### config.mk
export PLATFORM = sky130hd
export DESIGN_NAME = button_press_classifier_flat
export DESIGN_NICKNAME = d
export VERILOG_FILES = /design/src/hw/rtl/bpc_pkg.sv /design/src/hw/rtl/bpc_if.sv /design/src/hw/rtl/bpc_ram.sv /design/src/hw/rtl/bpc_csr.sv /design/src/hw/rtl/bpc_update.sv /design/src/hw/rtl/button_press_classifier.sv /design/src/flat_wrapper.sv
export SDC_FILE = /design/constraint.sdc
export NUM_CORES = 1
export LEC_CHECK = 0
export ABC_AREA = 1
export BUFFER_PORTS_ARGS = -buffer_cell sky130_fd_sc_hd__buf_2
export CELL_PAD_IN_SITES_DETAIL_PLACEMENT = 0
export CELL_PAD_IN_SITES_GLOBAL_PLACEMENT = 2
export CORE_MARGIN = 2
export CORE_UTILIZATION = 44
export CTS_CLUSTER_DIAMETER = 120
export DETAILED_ROUTE_END_ITERATION = 12
export GPL_TIMING_DRIVEN = 0
export PLACE_DENSITY_LB_ADDON = 0.1
export SYNTH_ARGS = -nofsm -noshare
export SYNTH_HDL_FRONTEND = slang
export SYNTH_SLANG_ARGS = --single-unit
### constraint.sdc
create_clock -name clock -period 11.7 [get_ports clock]
set_input_delay 2.34 -clock clock [delete_from_list [all_inputs] [get_ports clock]]
set_output_delay 2.34 -clock clock [all_outputs]
set_load 0.01 [all_outputs]
### src/hw/rtl/bpc_pkg.sv
// Package with types, codes and constants of the button press classifier.
`timescale 1ns / 1ps
`default_nettype none
package bpc_pkg;

   localparam int NUM_BUTTONS_DEF = 16;
   localparam int TIME_BITS_DEF   = 16;
   localparam int MAX_FACTOR      = 10;
   localparam int CSR_ADDR_W      = 4;
   localparam int CSR_DATA_W      = 32;

   localparam logic [2:0] CLS_NONE = 3'd0;
   localparam logic [2:0] CLS_REL  = 3'd1;
   localparam logic [2:0] CLS_SCLK = 3'd2;
   localparam logic [2:0] CLS_SPRS = 3'd3;
   localparam logic [2:0] CLS_LCLK = 3'd4;
   localparam logic [2:0] CLS_LPRS = 3'd5;
   localparam logic [2:0] CLS_RPT  = 3'd6;

   localparam logic [1:0] REG_LONG_PRESS  = 2'd0;
   localparam logic [1:0] REG_REPEAT      = 2'd1;
   localparam logic [1:0] REG_SWITCH_MASK = 2'd2;

   localparam logic [11:0] LONG_PRESS_RST = 12'd500;
   localparam logic [11:0] REPEAT_RST     = 12'd200;
   localparam logic [15:0] SWITCH_RST     = 16'd0;

   typedef struct packed {
      logic [11:0] long_press_ticks;
      logic [11:0] repeat_ticks;
      logic [15:0] switch_mask;
   } bpc_cfg_type;

   typedef struct packed {
      logic clicked;
      logic long_clicked;
      logic short_released;
      logic released;
      logic clicking;
      logic pressed;
      logic long_pressed;
   } bpc_flags_type;

endpackage
`default_nettype wire

### src/hw/rtl/bpc_if.sv
// Valid/ready channel interfaces for the sample items and the result items.
`timescale 1ns / 1ps
`default_nettype none
interface bpc_req_if;
   logic       valid;
   logic       ready;
   logic [3:0] button;
   logic       level;
   logic [9:0] elapsed;
   logic       action;

   modport source (output valid, button, level, elapsed, action, input ready);
   modport sink (input valid, button, level, elapsed, action, output ready);
endinterface

interface bpc_rsp_if;
   logic        valid;
   logic        ready;
   logic [3:0]  which_button;
   logic [2:0]  press_class;
   logic [15:0] held_ticks;
   logic        clicked;
   logic        long_clicked;
   logic        short_released;
   logic        released;
   logic        clicking;
   logic        pressed;
   logic        long_pressed;

   modport source (output valid, which_button, press_class, held_ticks, clicked,
                   long_clicked, short_released, released, clicking, pressed,
                   long_pressed, input ready);
   modport sink (input valid, which_button, press_class, held_ticks, clicked,
                 long_clicked, short_released, released, clicking, pressed,
                 long_pressed, output ready);
endinterface
`default_nettype wire

### src/hw/rtl/bpc_ram.sv
// Generic single-port-write, single-port-read RAM with registered read data.
`timescale 1ns / 1ps
`default_nettype none
module bpc_ram #(
   parameter int WIDTH = 8,
   parameter int DEPTH = 16,
   localparam int AW = (DEPTH > 1) ? $clog2(DEPTH) : 1
) (
   input  wire logic             clock,
   input  wire logic             we,
   input  wire logic [AW-1:0]    waddr,
   input  wire logic [WIDTH-1:0] wdata,
   input  wire logic             re,
   input  wire logic [AW-1:0]    raddr,
   output logic      [WIDTH-1:0] rdata
);

   logic [WIDTH-1:0] mem_ff [DEPTH];
   logic [WIDTH-1:0] rdata_ff;

   always_ff @(posedge clock) begin
      if (we) begin
         mem_ff[waddr] <= wdata;
      end
      if (re) begin
         rdata_ff <= mem_ff[raddr];
      end
   end

   assign rdata = rdata_ff;

endmodule
`default_nettype wire

### src/hw/rtl/bpc_csr.sv
// APB-style configuration registers of the button press classifier.
`timescale 1ns / 1ps
`default_nettype none
module bpc_csr
   import bpc_pkg::*;
(
   input  wire logic                  clock,
   input  wire logic                  reset,
   input  wire logic                  csr_psel,
   input  wire logic                  csr_penable,
   input  wire logic                  csr_pwrite,
   input  wire logic [CSR_ADDR_W-1:0] csr_paddr,
   input  wire logic [CSR_DATA_W-1:0] csr_pwdata,
   output logic      [CSR_DATA_W-1:0] csr_prdata,
   output logic                       csr_pready,
   output bpc_cfg_type                cfg
);

   logic [11:0] long_press_ff;
   logic [11:0] repeat_ff;
   logic [15:0] switch_mask_ff;
   logic        wr_en;
   logic [1:0]  reg_idx;

   assign csr_pready = 1'b1;
   assign wr_en      = csr_psel && csr_penable && csr_pwrite && csr_pready;
   assign reg_idx    = csr_paddr[3:2];

   always_ff @(posedge clock) begin
      if (reset) begin
         long_press_ff  <= LONG_PRESS_RST;
         repeat_ff      <= REPEAT_RST;
         switch_mask_ff <= SWITCH_RST;
      end else if (wr_en) begin
         case (reg_idx)
            REG_LONG_PRESS:  long_press_ff  <= csr_pwdata[11:0];
            REG_REPEAT:      repeat_ff      <= csr_pwdata[11:0];
            REG_SWITCH_MASK: switch_mask_ff <= csr_pwdata[15:0];
            default: ;
         endcase
      end
   end

   always_comb begin
      case (reg_idx)
         REG_LONG_PRESS:  csr_prdata = CSR_DATA_W'(long_press_ff);
         REG_REPEAT:      csr_prdata = CSR_DATA_W'(repeat_ff);
         REG_SWITCH_MASK: csr_prdata = CSR_DATA_W'(switch_mask_ff);
         default:         csr_prdata = '0;
      endcase
   end

   assign cfg.long_press_ticks = long_press_ff;
   assign cfg.repeat_ticks     = repeat_ff;
   assign cfg.switch_mask      = switch_mask_ff;

endmodule
`default_nettype wire

### src/hw/rtl/bpc_update.sv
// Next class and press time of one button, and the result flags.
`timescale 1ns / 1ps
`default_nettype none
module bpc_update
   import bpc_pkg::*;
#(
   parameter int TIME_BITS = TIME_BITS_DEF
) (
   input  wire bpc_cfg_type           cfg,
   input  wire logic [3:0]            button,
   input  wire logic                  level,
   input  wire logic [9:0]            elapsed,
   input  wire logic                  action,
   input  wire logic [2:0]            cls_cur,
   input  wire logic [TIME_BITS-1:0]  time_cur,
   output logic      [2:0]            cls_nxt,
   output logic      [TIME_BITS-1:0]  time_nxt,
   output bpc_flags_type              flags
);

   localparam int CW = ((TIME_BITS > 16) ? TIME_BITS : 16) + 1;

   logic [TIME_BITS:0]   sum;
   logic [TIME_BITS-1:0] t_add;
   logic [CW-1:0]        lpt;
   logic [CW-1:0]        lpt_max;
   logic [CW-1:0]        lpt_rpt;
   logic [CW-1:0]        t_cur_w;
   logic [CW-1:0]        t_add_w;
   logic [CW-1:0]        t_nxt_w;
   logic                 is_switch;

   assign lpt       = CW'(cfg.long_press_ticks);
   assign lpt_max   = lpt * CW'(MAX_FACTOR);
   assign lpt_rpt   = lpt + CW'(cfg.repeat_ticks);
   assign t_cur_w   = CW'(time_cur);
   assign sum       = {1'b0, time_cur} + (TIME_BITS + 1)'(elapsed);
   assign is_switch = cfg.switch_mask[button];

   always_comb begin
      if (t_cur_w < lpt_max) begin
         t_add = sum[TIME_BITS] ? '1 : sum[TIME_BITS-1:0];
      end else begin
         t_add = time_cur;
      end
   end

   assign t_add_w = CW'(t_add);

   always_comb begin
      cls_nxt  = cls_cur;
      time_nxt = time_cur;
      if (action) begin
         cls_nxt  = CLS_NONE;
         time_nxt = '0;
      end else if (is_switch) begin
         cls_nxt = level ? CLS_SPRS : CLS_NONE;
      end else if (!level) begin
         if (cls_cur[2:1] != 2'b00) begin
            cls_nxt = CLS_REL;
         end else begin
            cls_nxt  = CLS_NONE;
            time_nxt = '0;
         end
      end else begin
         time_nxt = t_add;
         if (cls_cur == CLS_NONE) begin
            cls_nxt = CLS_SCLK;
         end else if ((cls_cur == CLS_SCLK || cls_cur == CLS_SPRS) && t_add_w < lpt) begin
            cls_nxt = CLS_SPRS;
         end else if (cls_cur == CLS_SPRS) begin
            cls_nxt = CLS_LCLK;
         end else if (cls_cur inside {CLS_LCLK, CLS_LPRS, CLS_RPT}) begin
            if (t_add_w >= lpt_rpt) begin
               cls_nxt  = CLS_RPT;
               time_nxt = t_add - TIME_BITS'(cfg.repeat_ticks);
            end else begin
               cls_nxt = CLS_LPRS;
            end
         end else begin
            cls_nxt  = CLS_NONE;
            time_nxt = '0;
         end
      end
   end

   assign t_nxt_w = CW'(time_nxt);

   assign flags.clicked        = (cls_nxt == CLS_SCLK);
   assign flags.long_clicked   = (cls_nxt == CLS_LCLK);
   assign flags.released       = (cls_nxt == CLS_REL);
   assign flags.short_released = (cls_nxt == CLS_REL) && (t_nxt_w < lpt);
   assign flags.clicking       = (cls_nxt == CLS_SCLK) || (cls_nxt == CLS_LCLK) ||
                                 (cls_nxt == CLS_RPT);
   assign flags.pressed        = (cls_nxt > CLS_REL);
   assign flags.long_pressed   = (cls_nxt > CLS_REL) && (t_nxt_w > lpt);

endmodule
`default_nettype wire

### src/hw/rtl/button_press_classifier.sv
// Top level of the button press classifier.
//
//   channel  | dir | handshake          | item
//   req_chan | in  | valid/ready        | button, level, elapsed, action
//   rsp_chan | out | valid/ready        | which_button, press_class, held_ticks, flags
//   csr_*    | in  | APB, pready high   | long_press_ticks, repeat_ticks, switch_mask
//
// One item is accepted per cycle unless a stalled result holds req_chan.ready low; the item
// is held in the input stage and its result in the output register. The state RAM read is
// issued at acceptance, and the write-back goes with the result register when the input stage
// advances; a forward path covers an item that follows one for the same button.
// Reset clears the pipeline valid bits, the configuration registers and the per-button valid bits at once.
// A stalled result holds in the output register while one more item waits in the
// input stage; further items are held off by req_chan.ready.
`timescale 1ns / 1ps
`default_nettype none
module button_press_classifier
   import bpc_pkg::*;
#(
   parameter int NUM_BUTTONS = NUM_BUTTONS_DEF,
   parameter int TIME_BITS   = TIME_BITS_DEF
) (
   input  wire logic                  clock,
   input  wire logic                  reset,
   bpc_req_if.sink                    req_chan,
   bpc_rsp_if.source                  rsp_chan,
   input  wire logic                  csr_psel,
   input  wire logic                  csr_penable,
   input  wire logic                  csr_pwrite,
   input  wire logic [CSR_ADDR_W-1:0] csr_paddr,
   input  wire logic [CSR_DATA_W-1:0] csr_pwdata,
   output logic      [CSR_DATA_W-1:0] csr_prdata,
   output logic                       csr_pready
);

   localparam int IDX_W = (NUM_BUTTONS > 1) ? $clog2(NUM_BUTTONS) : 1;
   localparam int DW    = 3 + TIME_BITS;
   localparam int HW    = (TIME_BITS > 16) ? TIME_BITS : 16;

   bpc_cfg_type   cfg;
   bpc_flags_type flags;

   logic                 accept;
   logic                 s1_adv;
   logic                 req_in_range;
   logic [IDX_W+3:0]     req_idx_wide;
   logic [IDX_W-1:0]     req_idx;
   logic [IDX_W-1:0]     s1_idx;
   logic                 wr_en;
   logic [DW-1:0]        wr_data;
   logic [DW-1:0]        rd_data;
   logic [2:0]           cls_cur;
   logic [TIME_BITS-1:0] time_cur;
   logic [2:0]           cls_nxt;
   logic [TIME_BITS-1:0] time_nxt;
   logic [HW-1:0]        time_wide;

   logic                 s1_valid_ff;
   logic [3:0]           s1_button_ff;
   logic                 s1_level_ff;
   logic [9:0]           s1_elapsed_ff;
   logic                 s1_action_ff;
   logic                 s1_in_range_ff;
   logic                 s1_entry_vld_ff;
   logic                 s1_byp_ff;
   logic [DW-1:0]        s1_byp_data_ff;
   logic [NUM_BUTTONS-1:0] entry_vld_ff;

   logic                 rsp_valid_ff;
   logic [3:0]           rsp_button_ff;
   logic [2:0]           rsp_class_ff;
   logic [15:0]          rsp_held_ff;
   bpc_flags_type        rsp_flags_ff;

   bpc_csr u_csr (
      .clock       (clock),
      .reset       (reset),
      .csr_psel    (csr_psel),
      .csr_penable (csr_penable),
      .csr_pwrite  (csr_pwrite),
      .csr_paddr   (csr_paddr),
      .csr_pwdata  (csr_pwdata),
      .csr_prdata  (csr_prdata),
      .csr_pready  (csr_pready),
      .cfg         (cfg)
   );

   assign s1_adv         = s1_valid_ff && (!rsp_valid_ff || rsp_chan.ready);
   assign req_chan.ready = !s1_valid_ff || s1_adv;
   assign accept         = req_chan.valid && req_chan.ready;

   assign req_idx_wide = (IDX_W + 4)'(req_chan.button);
   assign req_idx      = req_idx_wide[IDX_W-1:0];
   assign req_in_range = 7'(req_chan.button) < 7'(NUM_BUTTONS);

   logic [IDX_W+3:0] s1_idx_wide;
   assign s1_idx_wide = (IDX_W + 4)'(s1_button_ff);
   assign s1_idx      = s1_idx_wide[IDX_W-1:0];

   assign wr_en   = s1_adv && s1_in_range_ff;
   assign wr_data = {cls_nxt, time_nxt};

   bpc_ram #(
      .WIDTH (DW),
      .DEPTH (NUM_BUTTONS)
   ) u_state_ram (
      .clock (clock),
      .we    (wr_en),
      .waddr (s1_idx),
      .wdata (wr_data),
      .re    (accept),
      .raddr (req_idx),
      .rdata (rd_data)
   );

   always_ff @(posedge clock) begin
      if (reset) begin
         s1_valid_ff  <= 1'b0;
         entry_vld_ff <= '0;
      end else begin
         if (accept) begin
            s1_valid_ff <= 1'b1;
         end else if (s1_adv) begin
            s1_valid_ff <= 1'b0;
         end
         if (wr_en) begin
            entry_vld_ff[s1_idx] <= 1'b1;
         end
      end
   end

   always_ff @(posedge clock) begin
      if (accept) begin
         s1_button_ff    <= req_chan.button;
         s1_level_ff     <= req_chan.level;
         s1_elapsed_ff   <= req_chan.elapsed;
         s1_action_ff    <= req_chan.action;
         s1_in_range_ff  <= req_in_range;
         s1_entry_vld_ff <= req_in_range && entry_vld_ff[req_idx];
         s1_byp_ff       <= wr_en && (s1_idx == req_idx);
         s1_byp_data_ff  <= wr_data;
      end
   end

   always_comb begin
      if (s1_byp_ff) begin
         {cls_cur, time_cur} = s1_byp_data_ff;
      end else if (s1_entry_vld_ff) begin
         {cls_cur, time_cur} = rd_data;
      end else begin
         cls_cur  = CLS_NONE;
         time_cur = '0;
      end
   end

   bpc_update #(
      .TIME_BITS (TIME_BITS)
   ) u_update (
      .cfg      (cfg),
      .button   (s1_button_ff),
      .level    (s1_level_ff),
      .elapsed  (s1_elapsed_ff),
      .action   (s1_action_ff),
      .cls_cur  (cls_cur),
      .time_cur (time_cur),
      .cls_nxt  (cls_nxt),
      .time_nxt (time_nxt),
      .flags    (flags)
   );

   assign time_wide = HW'(time_nxt);

   always_ff @(posedge clock) begin
      if (reset) begin
         rsp_valid_ff <= 1'b0;
      end else if (s1_adv) begin
         rsp_valid_ff <= 1'b1;
      end else if (rsp_chan.ready) begin
         rsp_valid_ff <= 1'b0;
      end
   end

   always_ff @(posedge clock) begin
      if (s1_adv) begin
         rsp_button_ff <= s1_button_ff;
         if (s1_in_range_ff) begin
            rsp_class_ff <= cls_nxt;
            rsp_held_ff  <= time_wide[15:0];
            rsp_flags_ff <= flags;
         end else begin
            rsp_class_ff <= CLS_NONE;
            rsp_held_ff  <= '0;
            rsp_flags_ff <= '0;
         end
      end
   end

   assign rsp_chan.valid          = rsp_valid_ff;
   assign rsp_chan.which_button   = rsp_button_ff;
   assign rsp_chan.press_class    = rsp_class_ff;
   assign rsp_chan.held_ticks     = rsp_held_ff;
   assign rsp_chan.clicked        = rsp_flags_ff.clicked;
   assign rsp_chan.long_clicked   = rsp_flags_ff.long_clicked;
   assign rsp_chan.short_released = rsp_flags_ff.short_released;
   assign rsp_chan.released       = rsp_flags_ff.released;
   assign rsp_chan.clicking       = rsp_flags_ff.clicking;
   assign rsp_chan.pressed        = rsp_flags_ff.pressed;
   assign rsp_chan.long_pressed   = rsp_flags_ff.long_pressed;

endmodule
`default_nettype wire

### src/flat_wrapper.sv
// flat-port wrapper written by rule: the top's interface ports become plain ports
module button_press_classifier_flat import bpc_pkg::*;
#(
   parameter int NUM_BUTTONS = NUM_BUTTONS_DEF,
   parameter int TIME_BITS   = TIME_BITS_DEF
)
  (clock, reset, csr_psel, csr_penable, csr_pwrite, csr_paddr, csr_pwdata, csr_prdata, csr_pready, req_chan_valid, req_chan_button, req_chan_level, req_chan_elapsed, req_chan_action, req_chan_ready, rsp_chan_valid, rsp_chan_which_button, rsp_chan_press_class, rsp_chan_held_ticks, rsp_chan_clicked, rsp_chan_long_clicked, rsp_chan_short_released, rsp_chan_released, rsp_chan_clicking, rsp_chan_pressed, rsp_chan_long_pressed, rsp_chan_ready);
  bpc_req_if req_chan_i ();
  bpc_rsp_if rsp_chan_i ();
  input  wire logic clock;
  input  wire logic reset;
  input  wire logic csr_psel;
  input  wire logic csr_penable;
  input  wire logic csr_pwrite;
  input  wire logic [CSR_ADDR_W-1:0] csr_paddr;
  input  wire logic [CSR_DATA_W-1:0] csr_pwdata;
  output logic      [CSR_DATA_W-1:0] csr_prdata;
  output logic csr_pready;
  input wire logic [$bits(req_chan_i.valid)-1:0] req_chan_valid;
  input wire logic [$bits(req_chan_i.button)-1:0] req_chan_button;
  input wire logic [$bits(req_chan_i.level)-1:0] req_chan_level;
  input wire logic [$bits(req_chan_i.elapsed)-1:0] req_chan_elapsed;
  input wire logic [$bits(req_chan_i.action)-1:0] req_chan_action;
  output wire logic [$bits(req_chan_i.ready)-1:0] req_chan_ready;
  output wire logic [$bits(rsp_chan_i.valid)-1:0] rsp_chan_valid;
  output wire logic [$bits(rsp_chan_i.which_button)-1:0] rsp_chan_which_button;
  output wire logic [$bits(rsp_chan_i.press_class)-1:0] rsp_chan_press_class;
  output wire logic [$bits(rsp_chan_i.held_ticks)-1:0] rsp_chan_held_ticks;
  output wire logic [$bits(rsp_chan_i.clicked)-1:0] rsp_chan_clicked;
  output wire logic [$bits(rsp_chan_i.long_clicked)-1:0] rsp_chan_long_clicked;
  output wire logic [$bits(rsp_chan_i.short_released)-1:0] rsp_chan_short_released;
  output wire logic [$bits(rsp_chan_i.released)-1:0] rsp_chan_released;
  output wire logic [$bits(rsp_chan_i.clicking)-1:0] rsp_chan_clicking;
  output wire logic [$bits(rsp_chan_i.pressed)-1:0] rsp_chan_pressed;
  output wire logic [$bits(rsp_chan_i.long_pressed)-1:0] rsp_chan_long_pressed;
  input wire logic [$bits(rsp_chan_i.ready)-1:0] rsp_chan_ready;
  assign req_chan_i.valid = req_chan_valid;
  assign req_chan_i.button = req_chan_button;
  assign req_chan_i.level = req_chan_level;
  assign req_chan_i.elapsed = req_chan_elapsed;
  assign req_chan_i.action = req_chan_action;
  assign req_chan_ready = req_chan_i.ready;
  assign rsp_chan_valid = rsp_chan_i.valid;
  assign rsp_chan_which_button = rsp_chan_i.which_button;
  assign rsp_chan_press_class = rsp_chan_i.press_class;
  assign rsp_chan_held_ticks = rsp_chan_i.held_ticks;
  assign rsp_chan_clicked = rsp_chan_i.clicked;
  assign rsp_chan_long_clicked = rsp_chan_i.long_clicked;
  assign rsp_chan_short_released = rsp_chan_i.short_released;
  assign rsp_chan_released = rsp_chan_i.released;
  assign rsp_chan_clicking = rsp_chan_i.clicking;
  assign rsp_chan_pressed = rsp_chan_i.pressed;
  assign rsp_chan_long_pressed = rsp_chan_i.long_pressed;
  assign rsp_chan_i.ready = rsp_chan_ready;
  button_press_classifier #(.NUM_BUTTONS(NUM_BUTTONS), .TIME_BITS(TIME_BITS)) u_core (.clock(clock), .reset(reset), .req_chan(req_chan_i), .rsp_chan(rsp_chan_i), .csr_psel(csr_psel), .csr_penable(csr_penable), .csr_pwrite(csr_pwrite), .csr_paddr(csr_paddr), .csr_pwdata(csr_pwdata), .csr_prdata(csr_prdata), .csr_pready(csr_pready));
endmodule
==> flow_metrics.env <==
export IMPL_status="finished, final reports clean"
export IMPL_grt_usage_pct=27.0
export IMPL_clk_path_buf_depth=3
export IMPL_rrSetupSlack_ns=2.45
export IMPL_core_rowCount=81
export IMPL_final_common_cell="edfxtp_1"
export IMPL_portBuffers=87
export IMPL_ir_worst_vdd_mv=0.129
export IMPL_holdPathStages=2
export IMPL_cts_resized_gates=0
export IMPL_min_to="u_core.entry_vld_ff[6]"
export IMPL_leakagePower_nw=9.53
export IMPL_comb_power_share_pct=17.1
export IMPL_dr_first_iter_drc_count=1445
export IMPL_reg2reg_depth=52
export IMPL_synth_seq_cells=448
export IMPL_finClkSkew_ns=0.0180
export IMPL_htreeDepth=2
export IMPL_antenna_cells=0
export IMPL_start_kind="flip-flop"
export IMPL_finalSetupTns_ns=0
export IMPL_numCtsBuffers=47
export IMPL_p_sw_mw=1.11
export IMPL_synth_area_per_cell_um2=10.6
export IMPL_fp_dieH_um=225
export IMPL_hold_ws_ns=0.466
export IMPL_cts_clk_slew_worst_paths_ns=0.06
export IMPL_yosysSeqAreaShare_pct=59.7
export IMPL_report_final_setup_viol=0
export IMPL_ant_nets=0
export IMPL_drv_slew=0
export IMPL_cp_common_cell="nand2_1"
export IMPL_area_growth_pct=15.4
export IMPL_core_mm2=0.0486
export IMPL_maxSlewHeadroom_pct=7.90
export IMPL_synth_warnings=0
export IMPL_async_flop_share_pct=0
export IMPL_post_route_util_pct=51.2
export IMPL_clock_power_share_pct=37.9
export IMPL_final_cell_mix="390 x edfxtp_1, 254 x nor2_1, 226 x o21ai_0"
export IMPL_cp_required_ns=12.03
export IMPL_dieArea_mm2=0.0508
export IMPL_pin_count=124
export IMPL_initial_core_util_pct=44.3
export IMPL_hold_viol_final=0
export IMPL_p_sw_share_pct=27.5
export IMPL_viasPerCell=5.67
export IMPL_period_minus_slack_ns=9.25
export IMPL_rsz0062_at_grt="no"
export IMPL_critPathSlowestCell="o21ai_0"
export IMPL_post_cts_buffers=0
export IMPL_p_int_mw=2.92
export IMPL_vias=16200
export IMPL_wl_um=68700
export IMPL_seq_power_share_pct=45.0
export IMPL_synth_cell_type_count=52
export IMPL_power_density_mw_per_mm2=162
export IMPL_cts_hold_fix_buffers=0
export IMPL_max_clock_freq_mhz=108
export IMPL_max_cap_violations=0
export IMPL_grt_start_max_net_pins=46
export IMPL_synth_edf_count=390
export IMPL_critPathKind="reg2reg"
export IMPL_hpwlAfterDp_um=50100
export IMPL_place_congestion=0.871
export IMPL_wl_per_cell_um=24.0
export IMPL_critPathArrivalTime_ns=9.59
export IMPL_antenna_found_initial=0
export IMPL_finalCritPeriodShare_pct=79.1
export IMPL_r2r_start="u_core.u_csr.long_press_ff[3]"
export IMPL_first_pass_iters=5
export IMPL_hp_start="u_core.entry_vld_ff[6]"
export IMPL_worstMarginPinSlew_ns=1.38
export IMPL_max_stage_delay_ns=0.65
export IMPL_grt_pass1_vias=15500
export IMPL_netlist_area_mm2=0.0216
export IMPL_rr_endpoint="u_core.rsp_chan.long_pressed"
export IMPL_drive_gt1_share_pct=12.3
export IMPL_synthFlopType="edfxtp_1"
export IMPL_cts_root_buffer="clkbuf_16"
export IMPL_cts_sinks=448
export IMPL_clkLatencyLatePin_ns=0.58
export IMPL_grt_pass1_wl_um=99400
export IMPL_die_x_um=225
export IMPL_placed_cells_incl_taps=2777
export IMPL_gr_total_overflow=0
export IMPL_drc=0
export IMPL_hp_class="reg2reg"
export IMPL_netlist_instances=2031
export IMPL_fin_nets=2372
export IMPL_final_cells=2863
export IMPL_crit_path_end_kind="flip-flop"
export IMPL_tritoncts="built"
export IMPL_crit_path_max_fanout=10
-- cells in the mapped netlist, types with 2 or more instances --
master	n	share of area, %
nor2_2	3	0.087
o221ai_1	77	3.1
a22o_1	3	0.12
a31oi_1	4	0.12
nor3_1	8	0.19
o311ai_1	2	0.081
dfxtp_1	58	5.4
a21o_1	6	0.21
xnor2_1	12	0.49
o22ai_1	37	1.1
nand2_4	3	0.16
nand2_2	18	0.52
and2_1	2	0.058
nand2_1	224	3.9
o21bai_1	8	0.28
buf_2	2	0.046
inv_1	163	2.8
edfxtp_1	390	54
o211ai_1	34	1.2
buf_1	3	0.052
nor2_4	2	0.10
nand3_1	70	1.6
fa_1	4	0.37
ha_1	104	6.0
a21oi_1	111	2.6
buf_4	17	0.59
a211oi_1	4	0.14
nor2_1	271	4.7
a22oi_1	8	0.28
xor2_1	28	1.1
conb_1	2	0.035
clkinv_1	2	0.035
clkbuf_1	88	1.5
o21ai_0	226	5.2
nand4_1	9	0.26
inv_2	11	0.19
nor4_4	2	0.20
-- registers in the layout (all words and copies together), names as in the netlist, 3 cells and up --
name / flops
u_core.u_csr.switch_mask_ff: 16
u_core.u_state_ram.mem_ff: 304
u_core.s1_byp_data_ff: 19
u_core.rsp_chan.held_ticks: 16
u_core.u_state_ram.rdata: 19
u_core.s1_button_ff: 4
u_core.rsp_chan.press_class: 3
u_core.u_csr.repeat_ff: 12
u_core.u_csr.long_press_ff: 12
u_core.rsp_chan.which_button: 4
u_core.s1_elapsed_ff: 10
u_core.entry_vld_ff: 16
-- worst max-delay path, delay by kind of cell (launching register included) --
kind                     cells  cell delay, ns
AO/OA/AOI/OAI               18            3.89
XOR/XNOR                     1            0.17
adder cells (fa/ha/maj)      6            1.80
buffers and inverters        5            0.70
flip-flops                   1            0.49
AND/OR/NAND/NOR             22            1.94
-- through the flow --
stage | worst slack [ns] | power [mW] | cell area [um2]
after floorplan | 4.27 | 2.28 | 21600
after global placement | 1.41 | 2.51 | 22800
after detailed placement | 2.33 | 2.53 | 23300
after CTS | 2.29 | 4.05 | 24900
after global routing | 1.63 | 4.19 | 24900
final | 2.45 | 4.03 | 24900
-- worst max path at each step --
stage,from,endpoint
finish,u_core.u_csr.long_press_ff[3],u_core.rsp_chan.long_pressed
global placement,u_core.u_csr.long_press_ff[3],u_core.rsp_chan.long_pressed
detailed placement,u_core.u_csr.long_press_ff[1],u_core.rsp_chan.short_released
floorplan,u_core.u_csr.long_press_ff[1],u_core.rsp_chan.long_pressed
global route,u_core.u_csr.long_press_ff[1],u_core.rsp_chan.long_pressed
CTS,u_core.u_csr.long_press_ff[1],u_core.rsp_chan.short_released
-- cell families after synthesis --
logic type	Yosys count	synth area share [%]
xor+xnor	40	1.62
simple gates	616	12.0
compound gates	530	14.9
flops	448	59.7
buf+inv	287	5.34
other cells	2	0.0348
fa+ha+maj	108	6.40
-- final cells by class --
cell class	count	area (um2)
tap	622	778
fill	4409	23800
sequential	448	12900
inverter	176	661
buffer	111	490
clock inverter	27	323
clock buffer	58	1250
timing repair buffer	110	782
multi-input combinational	1311	7730
-- per-layer routing --
layer	track usage (%)	share of wire, %
met3	3.40	5.4
met1	34.4	41
met2	48.0	51
met5	0	0
met4	7.90	2.7
-- power groups by stage --
stage | combinational, mW | clock (mW) | sequential, mW
2_1_floorplan | 0.431 | 0 | 1.85
3_3_place_gp | 0.655 | 0 | 1.85
3_5_place_dp | 0.683 | 0 | 1.85
4_1_cts | 0.687 | 1.55 | 1.81
5_1_grt | 0.762 | 1.61 | 1.82
6_report | 0.689 | 1.53 | 1.81
Note: power is estimated with default switching activity, not from simulation.
